==> config.mk <==
export PLATFORM = sky130hd
export DESIGN_NAME = ppft_front
export DESIGN_NICKNAME = d
export VERILOG_FILES = /design/src/rtl/ppft_pkg.sv /design/src/rtl/ppft_front.sv
export SDC_FILE = /design/constraint.sdc
export NUM_CORES = 2
export LEC_CHECK = 0
export BUFFER_PORTS_ARGS = -buffer_cell sky130_fd_sc_hd__buf_2
export CAP_MARGIN = 25
export CORE_MARGIN = 3
export CORE_UTILIZATION = 40
export CTS_BUF_LIST = sky130_fd_sc_hd__clkbuf_8
export CTS_CLUSTER_DIAMETER = 30
export DETAILED_ROUTE_END_ITERATION = 10
export SLEW_MARGIN = 40
export SYNTH_ARGS = -nofsm -noshare
export SYNTH_HDL_FRONTEND = slang
export SYNTH_SLANG_ARGS = --single-unit
==> constraint.sdc <==
create_clock -name clk -period 23.8 [get_ports clk]
set_input_delay 2.38 -clock clk [delete_from_list [all_inputs] [get_ports clk]]
set_output_delay 2.38 -clock clk [all_outputs]
set_load 0.01 [all_outputs]
==> src/rtl/ppft_pkg.sv <==
`timescale 1ns / 1ps
// Shared types, widths and the step table of the pressure force and torque integrator.
// Used by ppft_front, ppft_fifo, ppft_back and the top level; depends on nothing.
package ppft_pkg;

  // Field and datapath widths.
  localparam int NORM_W    = 16;
  localparam int COORD_W   = 32;
  localparam int CFG_W     = 32;
  localparam int CFG_IDX_W = 2;
  localparam int GM_W      = 33;   // centroid minus cog
  localparam int PA_W      = 64;   // pressure times area
  localparam int CROSS_W   = 49;   // cross product component
  localparam int HALF_W    = 32;   // split point of the wide operands
  localparam int OPND_W    = 33;   // multiplier operand
  localparam int MUL_W     = 66;   // multiplier product
  localparam int PROD_W    = 113;  // exact wide product
  localparam int OUT_W     = 64;
  localparam int LANES     = 3;
  localparam int LANE_W    = 2;

  // Sequencer.
  localparam int NUM_OPS      = 24;
  localparam int PIPE_LAT     = 3;
  localparam int STEP_W       = 5;
  localparam int FORCE_SHIFT  = 6;
  localparam int TORQUE_SHIFT = 22;

  // Queue between front and back.
  localparam int FIFO_DEPTH = 2;

  // Configuration register indexes.
  typedef enum logic [CFG_IDX_W-1:0] {
    REG_COG_X = 2'd0,
    REG_COG_Y = 2'd1,
    REG_COG_Z = 2'd2
  } reg_idx_t;

  // First multiplier operand source.
  typedef enum logic [1:0] {
    A_GM    = 2'd0,
    A_PA_LO = 2'd1,
    A_PA_HI = 2'd2
  } a_src_t;

  // Second multiplier operand source.
  typedef enum logic [1:0] {
    B_NORM  = 2'd0,
    B_CR_LO = 2'd1,
    B_CR_HI = 2'd2
  } b_src_t;

  // Bit position of a partial product in the wide product.
  typedef enum logic [1:0] {
    SH_0  = 2'd0,
    SH_32 = 2'd1,
    SH_64 = 2'd2
  } place_t;

  // Where a finished wide product goes.
  typedef enum logic [1:0] {
    DEST_CROSS  = 2'd0,
    DEST_FORCE  = 2'd1,
    DEST_TORQUE = 2'd2
  } dest_t;

  // One multiplier step.
  typedef struct packed {
    a_src_t              a_src;
    logic [LANE_W-1:0]   a_idx;
    b_src_t              b_src;
    logic [LANE_W-1:0]   b_idx;
    place_t              place;
    logic                first;
    logic                fin;
    logic                neg;
    dest_t               dest;
    logic [LANE_W-1:0]   lane;
  } op_t;

  // One classified face as held in the queue.
  typedef struct packed {
    logic [LANES-1:0][NORM_W-1:0] normal;
    logic [LANES-1:0][GM_W-1:0]   gm;
    logic [PA_W-1:0]              pa_raw;  // pressure * area, not yet negated
    logic                         last;
  } face_t;

  function automatic op_t mk_op(a_src_t a_src, logic [LANE_W-1:0] a_idx, b_src_t b_src,
                                logic [LANE_W-1:0] b_idx, place_t place, logic first,
                                logic fin, logic neg, dest_t dest, logic [LANE_W-1:0] lane);
    op_t o;
    o.a_src = a_src;
    o.a_idx = a_idx;
    o.b_src = b_src;
    o.b_idx = b_idx;
    o.place = place;
    o.first = first;
    o.fin   = fin;
    o.neg   = neg;
    o.dest  = dest;
    o.lane  = lane;
    return o;
  endfunction

  // Step table: three cross components from six partials, six force partials, twelve torque partials.
  // The pressure-area factor enters negated, so every step that uses it subtracts.
  function automatic op_t op_at(logic [STEP_W-1:0] step);
    op_t o;
    unique case (step)
      0:  o = mk_op(A_GM, 2'd1, B_NORM, 2'd2, SH_0, 1'b1, 1'b0, 1'b0, DEST_CROSS, 2'd0);
      1:  o = mk_op(A_GM, 2'd2, B_NORM, 2'd1, SH_0, 1'b0, 1'b1, 1'b1, DEST_CROSS, 2'd0);
      2:  o = mk_op(A_GM, 2'd2, B_NORM, 2'd0, SH_0, 1'b1, 1'b0, 1'b0, DEST_CROSS, 2'd1);
      3:  o = mk_op(A_GM, 2'd0, B_NORM, 2'd2, SH_0, 1'b0, 1'b1, 1'b1, DEST_CROSS, 2'd1);
      4:  o = mk_op(A_GM, 2'd0, B_NORM, 2'd1, SH_0, 1'b1, 1'b0, 1'b0, DEST_CROSS, 2'd2);
      5:  o = mk_op(A_GM, 2'd1, B_NORM, 2'd0, SH_0, 1'b0, 1'b1, 1'b1, DEST_CROSS, 2'd2);
      6:  o = mk_op(A_PA_LO, 2'd0, B_NORM, 2'd0, SH_0,  1'b1, 1'b0, 1'b1, DEST_FORCE, 2'd0);
      7:  o = mk_op(A_PA_HI, 2'd0, B_NORM, 2'd0, SH_32, 1'b0, 1'b1, 1'b1, DEST_FORCE, 2'd0);
      8:  o = mk_op(A_PA_LO, 2'd0, B_NORM, 2'd1, SH_0,  1'b1, 1'b0, 1'b1, DEST_FORCE, 2'd1);
      9:  o = mk_op(A_PA_HI, 2'd0, B_NORM, 2'd1, SH_32, 1'b0, 1'b1, 1'b1, DEST_FORCE, 2'd1);
      10: o = mk_op(A_PA_LO, 2'd0, B_NORM, 2'd2, SH_0,  1'b1, 1'b0, 1'b1, DEST_FORCE, 2'd2);
      11: o = mk_op(A_PA_HI, 2'd0, B_NORM, 2'd2, SH_32, 1'b0, 1'b1, 1'b1, DEST_FORCE, 2'd2);
      12: o = mk_op(A_PA_LO, 2'd0, B_CR_LO, 2'd0, SH_0,  1'b1, 1'b0, 1'b1, DEST_TORQUE, 2'd0);
      13: o = mk_op(A_PA_LO, 2'd0, B_CR_HI, 2'd0, SH_32, 1'b0, 1'b0, 1'b1, DEST_TORQUE, 2'd0);
      14: o = mk_op(A_PA_HI, 2'd0, B_CR_LO, 2'd0, SH_32, 1'b0, 1'b0, 1'b1, DEST_TORQUE, 2'd0);
      15: o = mk_op(A_PA_HI, 2'd0, B_CR_HI, 2'd0, SH_64, 1'b0, 1'b1, 1'b1, DEST_TORQUE, 2'd0);
      16: o = mk_op(A_PA_LO, 2'd0, B_CR_LO, 2'd1, SH_0,  1'b1, 1'b0, 1'b1, DEST_TORQUE, 2'd1);
      17: o = mk_op(A_PA_LO, 2'd0, B_CR_HI, 2'd1, SH_32, 1'b0, 1'b0, 1'b1, DEST_TORQUE, 2'd1);
      18: o = mk_op(A_PA_HI, 2'd0, B_CR_LO, 2'd1, SH_32, 1'b0, 1'b0, 1'b1, DEST_TORQUE, 2'd1);
      19: o = mk_op(A_PA_HI, 2'd0, B_CR_HI, 2'd1, SH_64, 1'b0, 1'b1, 1'b1, DEST_TORQUE, 2'd1);
      20: o = mk_op(A_PA_LO, 2'd0, B_CR_LO, 2'd2, SH_0,  1'b1, 1'b0, 1'b1, DEST_TORQUE, 2'd2);
      21: o = mk_op(A_PA_LO, 2'd0, B_CR_HI, 2'd2, SH_32, 1'b0, 1'b0, 1'b1, DEST_TORQUE, 2'd2);
      22: o = mk_op(A_PA_HI, 2'd0, B_CR_LO, 2'd2, SH_32, 1'b0, 1'b0, 1'b1, DEST_TORQUE, 2'd2);
      23: o = mk_op(A_PA_HI, 2'd0, B_CR_HI, 2'd2, SH_64, 1'b0, 1'b1, 1'b1, DEST_TORQUE, 2'd2);
      default: o = mk_op(A_GM, 2'd0, B_NORM, 2'd0, SH_0, 1'b0, 1'b0, 1'b0, DEST_CROSS, 2'd0);
    endcase
    return o;
  endfunction

endpackage

==> src/rtl/ppft_front.sv <==
`timescale 1ns / 1ps
// Front part: centre of gravity registers and the classification of each incoming face.
// Forms centroid minus cog and pressure times area; depends on ppft_pkg.
module ppft_front (
  input  logic                                clk,
  input  logic                                rst,
  input  logic                                cfg_we,
  input  logic [ppft_pkg::CFG_IDX_W-1:0]      cfg_index,
  input  logic signed [ppft_pkg::CFG_W-1:0]   cfg_data,
  input  logic signed [ppft_pkg::NORM_W-1:0]  normal_x,
  input  logic signed [ppft_pkg::NORM_W-1:0]  normal_y,
  input  logic signed [ppft_pkg::NORM_W-1:0]  normal_z,
  input  logic signed [ppft_pkg::COORD_W-1:0] centroid_x,
  input  logic signed [ppft_pkg::COORD_W-1:0] centroid_y,
  input  logic signed [ppft_pkg::COORD_W-1:0] centroid_z,
  input  logic signed [ppft_pkg::COORD_W-1:0] pressure,
  input  logic [ppft_pkg::COORD_W-1:0]        area,
  input  logic                                last_face,
  output ppft_pkg::face_t                     face
);

  logic signed [ppft_pkg::COORD_W-1:0] cog_x;
  logic signed [ppft_pkg::COORD_W-1:0] cog_y;
  logic signed [ppft_pkg::COORD_W-1:0] cog_z;
  logic signed [ppft_pkg::COORD_W:0]   area_s;
  logic signed [ppft_pkg::PA_W:0]      pa_full;

  // Configuration writes; an index past the last register is ignored.
  always_ff @(posedge clk) begin
    if (rst) begin
      cog_x <= '0;
      cog_y <= '0;
      cog_z <= '0;
    end else if (cfg_we) begin
      unique case (cfg_index)
        ppft_pkg::REG_COG_X: cog_x <= cfg_data;
        ppft_pkg::REG_COG_Y: cog_y <= cfg_data;
        ppft_pkg::REG_COG_Z: cog_z <= cfg_data;
        default: ;
      endcase
    end
  end

  // Pressure times area is exact in 64 signed bits; the queue register follows it.
  assign area_s  = $signed({1'b0, area});
  assign pa_full = pressure * area_s;

  // Lever arm and the fields the back part needs.
  always_comb begin
    face.normal[0] = normal_x;
    face.normal[1] = normal_y;
    face.normal[2] = normal_z;
    face.gm[0]     = ppft_pkg::GM_W'(centroid_x) - ppft_pkg::GM_W'(cog_x);
    face.gm[1]     = ppft_pkg::GM_W'(centroid_y) - ppft_pkg::GM_W'(cog_y);
    face.gm[2]     = ppft_pkg::GM_W'(centroid_z) - ppft_pkg::GM_W'(cog_z);
    face.pa_raw    = pa_full[ppft_pkg::PA_W-1:0];
    face.last      = last_face;
  end

endmodule

==> metrics <==
Nets 6,522; H-tree depth 3; die width around 330 um; hold_buf cts 0; startpoint types input pin; hpwl dp ~100 mm; Primary FF master, synth dfxtp_1; Crit. End Element output port; # IOs between 400 and 500; Seq cells post-synth 96; Crit path largest cell delay 0.65 ns; Core Region around 100,000 um2; CTS tree built; post-synthesis cell area 42,200 um2; status finished, final reports clean; Iter 0 DRT Violations about 1,500; Max Buffers Root-to-Sink 2; number of port buffers about 360; TNS Setup 0 ns; Most common cell on crit path fa_1; ys async rst share 0; number of synthesis warnings 0; CTS Buf Count 9; global-route wire length before repair between 150 and 200 mm; RSZ-0062 raised after global routing false; sequential cell area fraction in the yosys report 0.0456; filler instances roughly 10,000; area of the multi-input gates ~35,000 um2; All-Layer GR Usage 0.232; Clock Latency Late Sink 0.40 ns; Clock Root Buffer clkbuf_8; Post-CTS Setup Repair Bufs 0; wire length on met1 51.1 mm; met3 WL between 9 and 10 mm; Routed WL 123 mm; WL/cell about 19 um; Clock transition at path regs ~0.10 ns; Top Family by Delay on Critical Path adder cells; Critical Path RT roughly 21 ns; die height about 330 um; Worst Path Buf+Inv 7; synthesized net count 6,434; Hold Violations, Final 0; Area Growth Syn to Fin 6.13%; worst min-delay path category reg -> reg; RD Place Congestion 0.930; fmax approximately 0.075 GHz; Die ar. approximately 110,000 um2; fin. max-slew vios 0; Setup violations, final 0; length of routed met2 wiring 58.7 mm; Clock Skew 0 ns; Mapped Cells slightly below 5,000; post_cts resized 0; CP max stage cell fa_1; final core occ 0.430; vias in the first global route between 30,000 and 40,000; DR pass1 iterations 5; share of layout cells above drive strength 1 0.0837; leading area contributor after synthesis fa_1; vias per cell between 5 and 6; Post-synth EDFFs 0; Setup CP Type in -> out; top sig layer met5; Reg area 1920 um2; clk sinks 96; Final min period 13.34 ns; crit path max fanout 32; Synth area leaders fa_1 43%, ha_1 11%, inv_1 9.1%; Synth top area share 0.427; vias ~32,000; gr ovfl total 0; Final ANT Viol Nets 0; DRC 0; initial antenna violation count 23; Max Cap Violations 0; critical path arrival about 11 ns; Slew @ Worst Pin around 0.86 ns; Initial Util 0.405; slew margin rel. 0.419; Tcrit/Tclk final 0.560; Mean Syn Cell Area approximately 8.6 um2; largest net degree at the start of global routing 97; FP Rows 118; Netlist cell types 74
## metrics by stage
step           hold WS (ns)  area (um2)  instances  setup slack (ns)
2_1_floorplan         0.436       42200       4901             12.26
3_3_place_gp          0.441       44500       6358             10.18
3_5_place_dp          0.447       44500       6358             10.41
4_1_cts               0.461       44700       6374             10.37
5_1_grt               0.477       44700       6375             10.22
6_report              0.460       44800       6385             10.47
## per-layer routing
metal | vias up | GRT usage
li1 | 14800 | -
met4 | 28 | 0.0624
met5 | - | 0
met1 | 16400 | 0.303
met3 | 180 | 0.0521
met2 | 1004 | 0.388
## cells in the mapped netlist, types with 7 or more instances
cell type     n
a211oi_1      9
nor2b_1      38
o21ai_0      68
o211ai_1      7
ha_1        387
inv_1      1022
and3_1       17
nor3_1       14
o21a_1       25
o21bai_1     23
dfxtp_1      96
nand2_1     661
o31ai_1       9
buf_4        49
nand3_1      30
a21o_1       75
xor2_1       36
and2_1      600
a21oi_1     229
nand2b_1     31
nor2_1       84
nand4_1      16
a31oi_1      17
or3_1         7
clkbuf_1    245
a21boi_0      7
xnor2_1     107
fa_1        900
## final timing paths
path,startpoint,slack (ns),endpoint,depth (start not counted)
max,area[22],10.47,face[57],27
min,cog_z[16],0.46,cog_z[16],2
min reg2reg,cog_z[16],0.46,cog_z[16],2
max reg2reg,cog_y[1],23.10,cog_y[1],2
## logic make-up after synthesis
group / after synthesis / share of synthesized area
multiplexers: 1 / 0.000237
buffers and inverters: 1321 / 0.123
AND/OR/NAND/NOR: 1528 / 0.182
adder cells (fa/ha/maj): 1287 / 0.542
XOR/XNOR: 143 / 0.0297
flip-flops: 96 / 0.0456
AO/OA/AOI/OAI: 525 / 0.0777
## worst min-delay path: stages (launching register included)
cell and delay (ns):
dfxtp_1 0.32, nand2_1 0.05, a21oi_1 0.05
## cells in the final DEF (no fill, tap or decap), types with 5 or more instances in the layout
cell	count
nand3_1	30
buf_2	358
nand2b_1	31
nand2_1	661
a21o_1	75
inv_1	1022
a211oi_1	9
diode_2	11
or3_1	7
a31oi_1	17
nor2_1	83
xnor2_1	107
nor3_1	14
a21boi_0	7
o211ai_1	7
nor2b_1	38
clkbuf_8	10
buf_4	17
nand4_1	16
a311oi_1	5
a21oi_1	228
fa_1	900
dfxtp_1	96
o21a_1	25
o31ai_1	9
xor2_1	36
o21bai_1	23
and2_1	600
o21ai_0	67
a221oi_1	5
ha_1	387
and3_1	17
## state kept, by name (all words and copies together) (netlist names)
signal / cells
cog_y: 32
cog_x: 32
cog_z: 32
## layout make-up
class / count / share of cell area
tap: 1380 / 0.0386
multi-input combinational: 3484 / 0.784
timing repair buffer: 376 / 0.0431
antenna: 11 / 0.000615
clock buffer: 10 / 0.00307
inverter: 1022 / 0.0857
sequential: 96 / 0.0429
clock inverter: 6 / 0.00184
Power is left out: the tool's default activity adds up to more than one toggle a clock period on the data nets, which glitch-free logic cannot reach.
