[src/rtl/ppft_pkg.sv]
`timescale 1ns / 1ps
// Shared types, widths and the step table of the pressure force and torque integrator.
// Used by ppft_front, ppft_fifo, ppft_back and the top level; depends on nothing.
package ppft_pkg;

  // Field and datapath widths.
  localparam int NORM_W    = 16;
  localparam int COORD_W   = 32;
  localparam int CFG_W     = 32;
  localparam int CFG_IDX_W = 2;
  localparam int GM_W      = 33;   // centroid minus cog
  localparam int PA_W      = 64;   // pressure times area
  localparam int CROSS_W   = 49;   // cross product component
  localparam int HALF_W    = 32;   // split point of the wide operands
  localparam int OPND_W    = 33;   // multiplier operand
  localparam int MUL_W     = 66;   // multiplier product
  localparam int PROD_W    = 113;  // exact wide product
  localparam int OUT_W     = 64;
  localparam int LANES     = 3;
  localparam int LANE_W    = 2;

  // Sequencer.
  localparam int NUM_OPS      = 24;
  localparam int PIPE_LAT     = 3;
  localparam int STEP_W       = 5;
  localparam int FORCE_SHIFT  = 6;
  localparam int TORQUE_SHIFT = 22;

  // Queue between front and back.
  localparam int FIFO_DEPTH = 2;

  // Configuration register indexes.
  typedef enum logic [CFG_IDX_W-1:0] {
    REG_COG_X = 2'd0,
    REG_COG_Y = 2'd1,
    REG_COG_Z = 2'd2
  } reg_idx_t;

  // First multiplier operand source.
  typedef enum logic [1:0] {
    A_GM    = 2'd0,
    A_PA_LO = 2'd1,
    A_PA_HI = 2'd2
  } a_src_t;

  // Second multiplier operand source.
  typedef enum logic [1:0] {
    B_NORM  = 2'd0,
    B_CR_LO = 2'd1,
    B_CR_HI = 2'd2
  } b_src_t;

  // Bit position of a partial product in the wide product.
  typedef enum logic [1:0] {
    SH_0  = 2'd0,
    SH_32 = 2'd1,
    SH_64 = 2'd2
  } place_t;

  // Where a finished wide product goes.
  typedef enum logic [1:0] {
    DEST_CROSS  = 2'd0,
    DEST_FORCE  = 2'd1,
    DEST_TORQUE = 2'd2
  } dest_t;

  // One multiplier step.
  typedef struct packed {
    a_src_t              a_src;
    logic [LANE_W-1:0]   a_idx;
    b_src_t              b_src;
    logic [LANE_W-1:0]   b_idx;
    place_t              place;
    logic                first;
    logic                fin;
    logic                neg;
    dest_t               dest;
    logic [LANE_W-1:0]   lane;
  } op_t;

  // One classified face as held in the queue.
  typedef struct packed {
    logic [LANES-1:0][NORM_W-1:0] normal;
    logic [LANES-1:0][GM_W-1:0]   gm;
    logic [PA_W-1:0]              pa_raw;  // pressure * area, not yet negated
    logic                         last;
  } face_t;

  function automatic op_t mk_op(a_src_t a_src, logic [LANE_W-1:0] a_idx, b_src_t b_src,
                                logic [LANE_W-1:0] b_idx, place_t place, logic first,
                                logic fin, logic neg, dest_t dest, logic [LANE_W-1:0] lane);
    op_t o;
    o.a_src = a_src;
    o.a_idx = a_idx;
    o.b_src = b_src;
    o.b_idx = b_idx;
    o.place = place;
    o.first = first;
    o.fin   = fin;
    o.neg   = neg;
    o.dest  = dest;
    o.lane  = lane;
    return o;
  endfunction

  // Step table: three cross components from six partials, six force partials, twelve torque partials.
  // The pressure-area factor enters negated, so every step that uses it subtracts.
  function automatic op_t op_at(logic [STEP_W-1:0] step);
    op_t o;
    unique case (step)
      0:  o = mk_op(A_GM, 2'd1, B_NORM, 2'd2, SH_0, 1'b1, 1'b0, 1'b0, DEST_CROSS, 2'd0);
      1:  o = mk_op(A_GM, 2'd2, B_NORM, 2'd1, SH_0, 1'b0, 1'b1, 1'b1, DEST_CROSS, 2'd0);
      2:  o = mk_op(A_GM, 2'd2, B_NORM, 2'd0, SH_0, 1'b1, 1'b0, 1'b0, DEST_CROSS, 2'd1);
      3:  o = mk_op(A_GM, 2'd0, B_NORM, 2'd2, SH_0, 1'b0, 1'b1, 1'b1, DEST_CROSS, 2'd1);
      4:  o = mk_op(A_GM, 2'd0, B_NORM, 2'd1, SH_0, 1'b1, 1'b0, 1'b0, DEST_CROSS, 2'd2);
      5:  o = mk_op(A_GM, 2'd1, B_NORM, 2'd0, SH_0, 1'b0, 1'b1, 1'b1, DEST_CROSS, 2'd2);
      6:  o = mk_op(A_PA_LO, 2'd0, B_NORM, 2'd0, SH_0,  1'b1, 1'b0, 1'b1, DEST_FORCE, 2'd0);
      7:  o = mk_op(A_PA_HI, 2'd0, B_NORM, 2'd0, SH_32, 1'b0, 1'b1, 1'b1, DEST_FORCE, 2'd0);
      8:  o = mk_op(A_PA_LO, 2'd0, B_NORM, 2'd1, SH_0,  1'b1, 1'b0, 1'b1, DEST_FORCE, 2'd1);
      9:  o = mk_op(A_PA_HI, 2'd0, B_NORM, 2'd1, SH_32, 1'b0, 1'b1, 1'b1, DEST_FORCE, 2'd1);
      10: o = mk_op(A_PA_LO, 2'd0, B_NORM, 2'd2, SH_0,  1'b1, 1'b0, 1'b1, DEST_FORCE, 2'd2);
      11: o = mk_op(A_PA_HI, 2'd0, B_NORM, 2'd2, SH_32, 1'b0, 1'b1, 1'b1, DEST_FORCE, 2'd2);
      12: o = mk_op(A_PA_LO, 2'd0, B_CR_LO, 2'd0, SH_0,  1'b1, 1'b0, 1'b1, DEST_TORQUE, 2'd0);
      13: o = mk_op(A_PA_LO, 2'd0, B_CR_HI, 2'd0, SH_32, 1'b0, 1'b0, 1'b1, DEST_TORQUE, 2'd0);
      14: o = mk_op(A_PA_HI, 2'd0, B_CR_LO, 2'd0, SH_32, 1'b0, 1'b0, 1'b1, DEST_TORQUE, 2'd0);
      15: o = mk_op(A_PA_HI, 2'd0, B_CR_HI, 2'd0, SH_64, 1'b0, 1'b1, 1'b1, DEST_TORQUE, 2'd0);
      16: o = mk_op(A_PA_LO, 2'd0, B_CR_LO, 2'd1, SH_0,  1'b1, 1'b0, 1'b1, DEST_TORQUE, 2'd1);
      17: o = mk_op(A_PA_LO, 2'd0, B_CR_HI, 2'd1, SH_32, 1'b0, 1'b0, 1'b1, DEST_TORQUE, 2'd1);
      18: o = mk_op(A_PA_HI, 2'd0, B_CR_LO, 2'd1, SH_32, 1'b0, 1'b0, 1'b1, DEST_TORQUE, 2'd1);
      19: o = mk_op(A_PA_HI, 2'd0, B_CR_HI, 2'd1, SH_64, 1'b0, 1'b1, 1'b1, DEST_TORQUE, 2'd1);
      20: o = mk_op(A_PA_LO, 2'd0, B_CR_LO, 2'd2, SH_0,  1'b1, 1'b0, 1'b1, DEST_TORQUE, 2'd2);
      21: o = mk_op(A_PA_LO, 2'd0, B_CR_HI, 2'd2, SH_32, 1'b0, 1'b0, 1'b1, DEST_TORQUE, 2'd2);
      22: o = mk_op(A_PA_HI, 2'd0, B_CR_LO, 2'd2, SH_32, 1'b0, 1'b0, 1'b1, DEST_TORQUE, 2'd2);
      23: o = mk_op(A_PA_HI, 2'd0, B_CR_HI, 2'd2, SH_64, 1'b0, 1'b1, 1'b1, DEST_TORQUE, 2'd2);
      default: o = mk_op(A_GM, 2'd0, B_NORM, 2'd0, SH_0, 1'b0, 1'b0, 1'b0, DEST_CROSS, 2'd0);
    endcase
    return o;
  endfunction

endpackage

[src/rtl/ppft_fifo.sv]
`timescale 1ns / 1ps
// Short queue of classified faces between the front and the back part.
// Register based, first word shown combinationally on the read side; depends on ppft_pkg.
module ppft_fifo (
  input  logic            clk,
  input  logic            rst,
  input  logic            push,
  input  ppft_pkg::face_t wdata,
  output logic            full,
  input  logic            pop,
  output ppft_pkg::face_t rdata,
  output logic            empty
);

  localparam int DEPTH = ppft_pkg::FIFO_DEPTH;
  localparam int PTR_W = (DEPTH > 1) ? $clog2(DEPTH) : 1;
  localparam int CNT_W = $clog2(DEPTH + 1);

  ppft_pkg::face_t    mem [DEPTH];
  logic [PTR_W-1:0]   wr_ptr;
  logic [PTR_W-1:0]   rd_ptr;
  logic [CNT_W-1:0]   count;
  logic               do_push;
  logic               do_pop;

  assign full    = (count == CNT_W'(DEPTH));
  assign empty   = (count == '0);
  assign do_push = push && !full;
  assign do_pop  = pop && !empty;
  assign rdata   = mem[rd_ptr];

  // Storage is payload and needs no reset.
  always_ff @(posedge clk) begin
    if (do_push) begin
      mem[wr_ptr] <= wdata;
    end
  end

  // Pointers and fill count.
  always_ff @(posedge clk) begin
    if (rst) begin
      wr_ptr <= '0;
      rd_ptr <= '0;
      count  <= '0;
    end else begin
      if (do_push) begin
        wr_ptr <= (wr_ptr == PTR_W'(DEPTH - 1)) ? '0 : wr_ptr + 1'b1;
      end
      if (do_pop) begin
        rd_ptr <= (rd_ptr == PTR_W'(DEPTH - 1)) ? '0 : rd_ptr + 1'b1;
      end
      if (do_push && !do_pop) begin
        count <= count + 1'b1;
      end else if (do_pop && !do_push) begin
        count <= count - 1'b1;
      end
    end
  end

endmodule

[config.mk]
export PLATFORM = sky130hd
export DESIGN_NAME = ppft_fifo
export DESIGN_NICKNAME = d
export VERILOG_FILES = /design/src/rtl/ppft_pkg.sv /design/src/rtl/ppft_fifo.sv
export SDC_FILE = /design/constraint.sdc
export NUM_CORES = 1
export LEC_CHECK = 0
export BUFFER_PORTS_ARGS = -buffer_cell sky130_fd_sc_hd__buf_2
export CAP_MARGIN = 20
export CORE_MARGIN = 5
export CORE_UTILIZATION = 40
export DETAILED_ROUTE_END_ITERATION = 12
export HOLD_SLACK_MARGIN = 0.03
export PLACE_DENSITY = 0.73
export SLEW_MARGIN = 5
export SYNTH_ARGS = -nofsm -noshare
export SYNTH_HDL_FRONTEND = slang
export SYNTH_SLANG_ARGS = --single-unit
[constraint.sdc]
create_clock -name clk -period 9.66 [get_ports clk]
set_input_delay 1.932 -clock clk [delete_from_list [all_inputs] [get_ports clk]]
set_output_delay 1.932 -clock clk [all_outputs]
set_load 0.01 [all_outputs]
==> summary.log <==
[run_status] result of the run finished, final reports clean
[sta] Slew HR 30.94%
[critical_path] FF-to-FF path depth 4
[die] initial standard-cell utilization of the core 40.25%
[yosys] Synth Area in XOR/XNOR 0.1606%
[sta] Max Transition Viols Final 0
[cts] later-pin clock latency in the skew report 550 ps
[global_routing] grt total ovfl 0
[layout] fraction of layout instances using a drive strength above 1 60.12%
[layout] final instance area 0.02020 sq mm
[critical_path] Levels on crit path 3
[yosys] register bit total from synthesis 429
[die] height of the die 212.2 um
[critical_path] delay of the slowest cell on the worst path 880 ps
[critical_path] type of destination of the critical path primary output
[yosys] synthesized-area fraction occupied by ao, oa, aoi and oai cells 0.1530%
[critical_path] cell type group with the largest total delay on the critical path buffers and inverters
[layout] final net count 1360
[layout] relative area change from synthesis to final layout 23.49%
[place] Placed Instance Area 0.01890 sq mm
[cts] CTS resizes 0
[yosys] post-synthesis instance total 685
[place] number of cells in the design after placement 1629
[drt] number of detailed-routing iterations run before antenna repair 4
[critical_path] R2R setup slack 6960 ps
[layout] area occupied by multi-input gates 0.003176 sq mm
[sta] Max Clock Skew 21.47 ps
[yosys] Seq/Total Area, Yosys 78.43%
[yosys] proportion of synthesized area in mux cells 18.72%
[global_routing] number of antenna violations at the first check in global routing 12
[power] P_leak 0.007816 uW
[global_routing] wire length of the first global-routing pass 49450 um
[drt] remaining antenna violation count 0
[critical_path] largest fanout on the critical path 54
[die] area of the core 0.04065 sq mm
[drt] Initial DRC Count 372
[yosys] Mean Syn Cell Area 23.88 sq um
[cts] clock tree from TritonCTS built
[cts] clock-pin slew reported for the worst setup and hold paths after clock tree synthesis 60 ps
[sta] Max Freq 0.2055 GHz
[global_routing] via count of the first global-routing pass 8593
[yosys] largest family of logic cells by synthesized area multiplexers
[global_routing] pin count of the biggest net entering global routing 111
[place] placed wire-length estimate after detailed placement 24310 um
[sta] RSZ-0062 raised after global routing false
[critical_path] cell with the largest stage delay on the worst path sky130_fd_sc_hd__dfxtp_4
[sta] share of the clock period used by the worst path 50.38%
[critical_path] Arr. time, crit path 2930 ps
[sta] time the final worst path needs with I/O delays and setup 4867 ps
[cts] Post-CTS Setup Repair Bufs 0
[yosys] number of warnings printed during yosys synthesis 0
[drt] post-detailed-routing wire length 34710 um
[drt] DRC violation count after routing 0
[yosys] Post-Synthesis Cell Area 0.01636 sq mm
[critical_path] chain of cells forming the critical path buf_4 -> mux2_4 -> buf_2
[critical_path] combined buffer and inverter count along the critical path 2
[global_routing] All-Layer GR Usage 14.55%
[yosys] fraction of the mapped netlist area in adder cells 0.07648%
[sta] number of hold violations in the final report 0
[power] overall power 5355 uW
[layout] count of non-filler cells in the finished layout 1711
[place] routability-driven placement congestion ratio 0.8263
[cts] Clock Sink Count 429
[cts] number of levels the H-tree was split into 2
[sta] pin slew with the least headroom to its limit 1036 ps
[die] full die area 0.04505 sq mm
[die] horizontal extent of the die 212.2 um
[critical_path] kind of start point of the critical path register
[worst_hold_path] HP Class register to register
[yosys] synth unique cells 16
[power] peak ir drop on the vdd network 0.2109 mV
[power] pwr/cell area 265.1 mW/mm^2
[die] Site Rows 74
[yosys] simple-gate area share of the yosys netlist 0.2830%
[job] number of maximum-capacitance constraint violations 0
[drt] routed wire length per instance 20.29 um
[yosys] post-synthesis net count 902
[die] count of pins on the block boundary 430
[cts] hold-fix buffers at CTS 0
[critical_path] data required time of the critical path 7730 ps
[sta] sum of negative setup slack 0 ps
[layout] number of inserted filler cells in the final layout 3325
[critical_path] type of the worst setup path register to primary output
[cts] buffers from clock root to sink, at most 3
[worst_hold_path] depth of the worst hold-timing path 2
[place] # port buffers 429
[cts] cell at the root of the clock tree sky130_fd_sc_hd__clkbuf_16
[layout] final core utilization 49.70%
[drt] per-cell via count in the routed design 4.695
[cts] TritonCTS buffer count 44
[sta] final setup violation count 0
[drt] via count of the routed design 8034
[layout] register cell area after layout 0.01284 sq mm
-- metal layers --
layer  vias up  track usage (%)  routed length [um]
met4        10            5.540                1097
met5         -                0                  58
met1      3956            16.60               12610
met2       336            24.59               17450
met3        78            6.035                3500
li1       3654                -                   -
-- cells in the final DEF (no fill, tap or decap), types with 2 or more instances in the layout --
cell                        count
sky130_fd_sc_hd__buf_4          6
sky130_fd_sc_hd__mux2_4       180
sky130_fd_sc_hd__clkbuf_16     45
sky130_fd_sc_hd__clkinv_1       7
sky130_fd_sc_hd__clkinv_2       4
sky130_fd_sc_hd__xor2_1         3
sky130_fd_sc_hd__inv_8          2
sky130_fd_sc_hd__a21oi_1        2
sky130_fd_sc_hd__buf_2        429
sky130_fd_sc_hd__nor2_1         5
sky130_fd_sc_hd__diode_2        8
sky130_fd_sc_hd__clkbuf_1      15
sky130_fd_sc_hd__edfxtp_1     424
sky130_fd_sc_hd__o21ai_0        3
sky130_fd_sc_hd__dfxtp_1        4
sky130_fd_sc_hd__mux2_2        32
sky130_fd_sc_hd__or3_1          2
-- cell usage after synthesis --
| master | count | area share (%) |
|---|---|---|
| sky130_fd_sc_hd__a21oi_1 | 2 | 0.061 |
| sky130_fd_sc_hd__and2_1 | 1 | 0.038 |
| sky130_fd_sc_hd__buf_12 | 11 | 1.3 |
| sky130_fd_sc_hd__buf_2 | 3 | 0.092 |
| sky130_fd_sc_hd__buf_6 | 10 | 0.69 |
| sky130_fd_sc_hd__dfxtp_1 | 5 | 0.61 |
| sky130_fd_sc_hd__edfxtp_1 | 424 | 78 |
| sky130_fd_sc_hd__ha_1 | 1 | 0.076 |
| sky130_fd_sc_hd__inv_1 | 2 | 0.046 |
| sky130_fd_sc_hd__mux2_2 | 32 | 2.2 |
| sky130_fd_sc_hd__mux2_4 | 180 | 17 |
| sky130_fd_sc_hd__nor2_1 | 5 | 0.11 |
| sky130_fd_sc_hd__nor2b_2 | 1 | 0.054 |
| sky130_fd_sc_hd__o21ai_0 | 3 | 0.092 |
| sky130_fd_sc_hd__or3_1 | 2 | 0.076 |
| sky130_fd_sc_hd__xor2_1 | 3 | 0.16 |
-- flip-flops by register name, indices dropped and copies added (netlist names), named ones only --
| signal | cells |
|---|---|
| mem | 424 |
| count | 2 |
| rd_ptr | 1 |
| wr_ptr | 1 |
-- worst paths after layout --
| check | start | to |
|---|---|---|
| hold reg to reg | wr_ptr | wr_ptr |
| hold / removal | wr_ptr | wr_ptr |
| setup / recovery | register | rdata[61] |
| setup reg to reg | count[0] | mem[0][48] |
-- kinds of logic after synthesis --
| logic type | count (synthesis) |
|---|---|
| AOI/OAI and AO/OA | 5 |
| muxes | 212 |
| DFF | 429 |
| adders and majority gates | 1 |
| and+or+nand+nor | 9 |
| buffers and inverters | 26 |
| xor gates and xnor gates | 3 |
-- where the power goes --
group / internal, uW / switching, uW
registers: 2340 / 102
logic: 707 / 684
clock network: 879 / 640
-- tightest hold or removal path, delay by kind of cell (launching register included) --
| family | cells | cell delay (ps) |
|---|---|---|
| flops | 1 | 310 |
| compound gates | 2 | 140 |
-- per-stage QoR --
stage | hold slack, ps | setup WS, ps
after floorplan | 451.6 | 2106
after global placement | 477.1 | 5317
after detailed placement | 486.9 | 5301
after CTS | 495.0 | 4768
after global routing | 527.7 | 4664
final | 498.1 | 4793
-- layout make-up --
type                       count  share of cell area [%]
tap                          532                   3.295
clock buffer                  60                   5.852
sequential                   429                   63.54
multi-input combinational    230                   15.72
inverter                       2                 0.07432
timing repair buffer         436                   10.95
clock inverter                14                  0.4769
antenna                        8                 0.09909
Power figures use the tool's default switching activity.
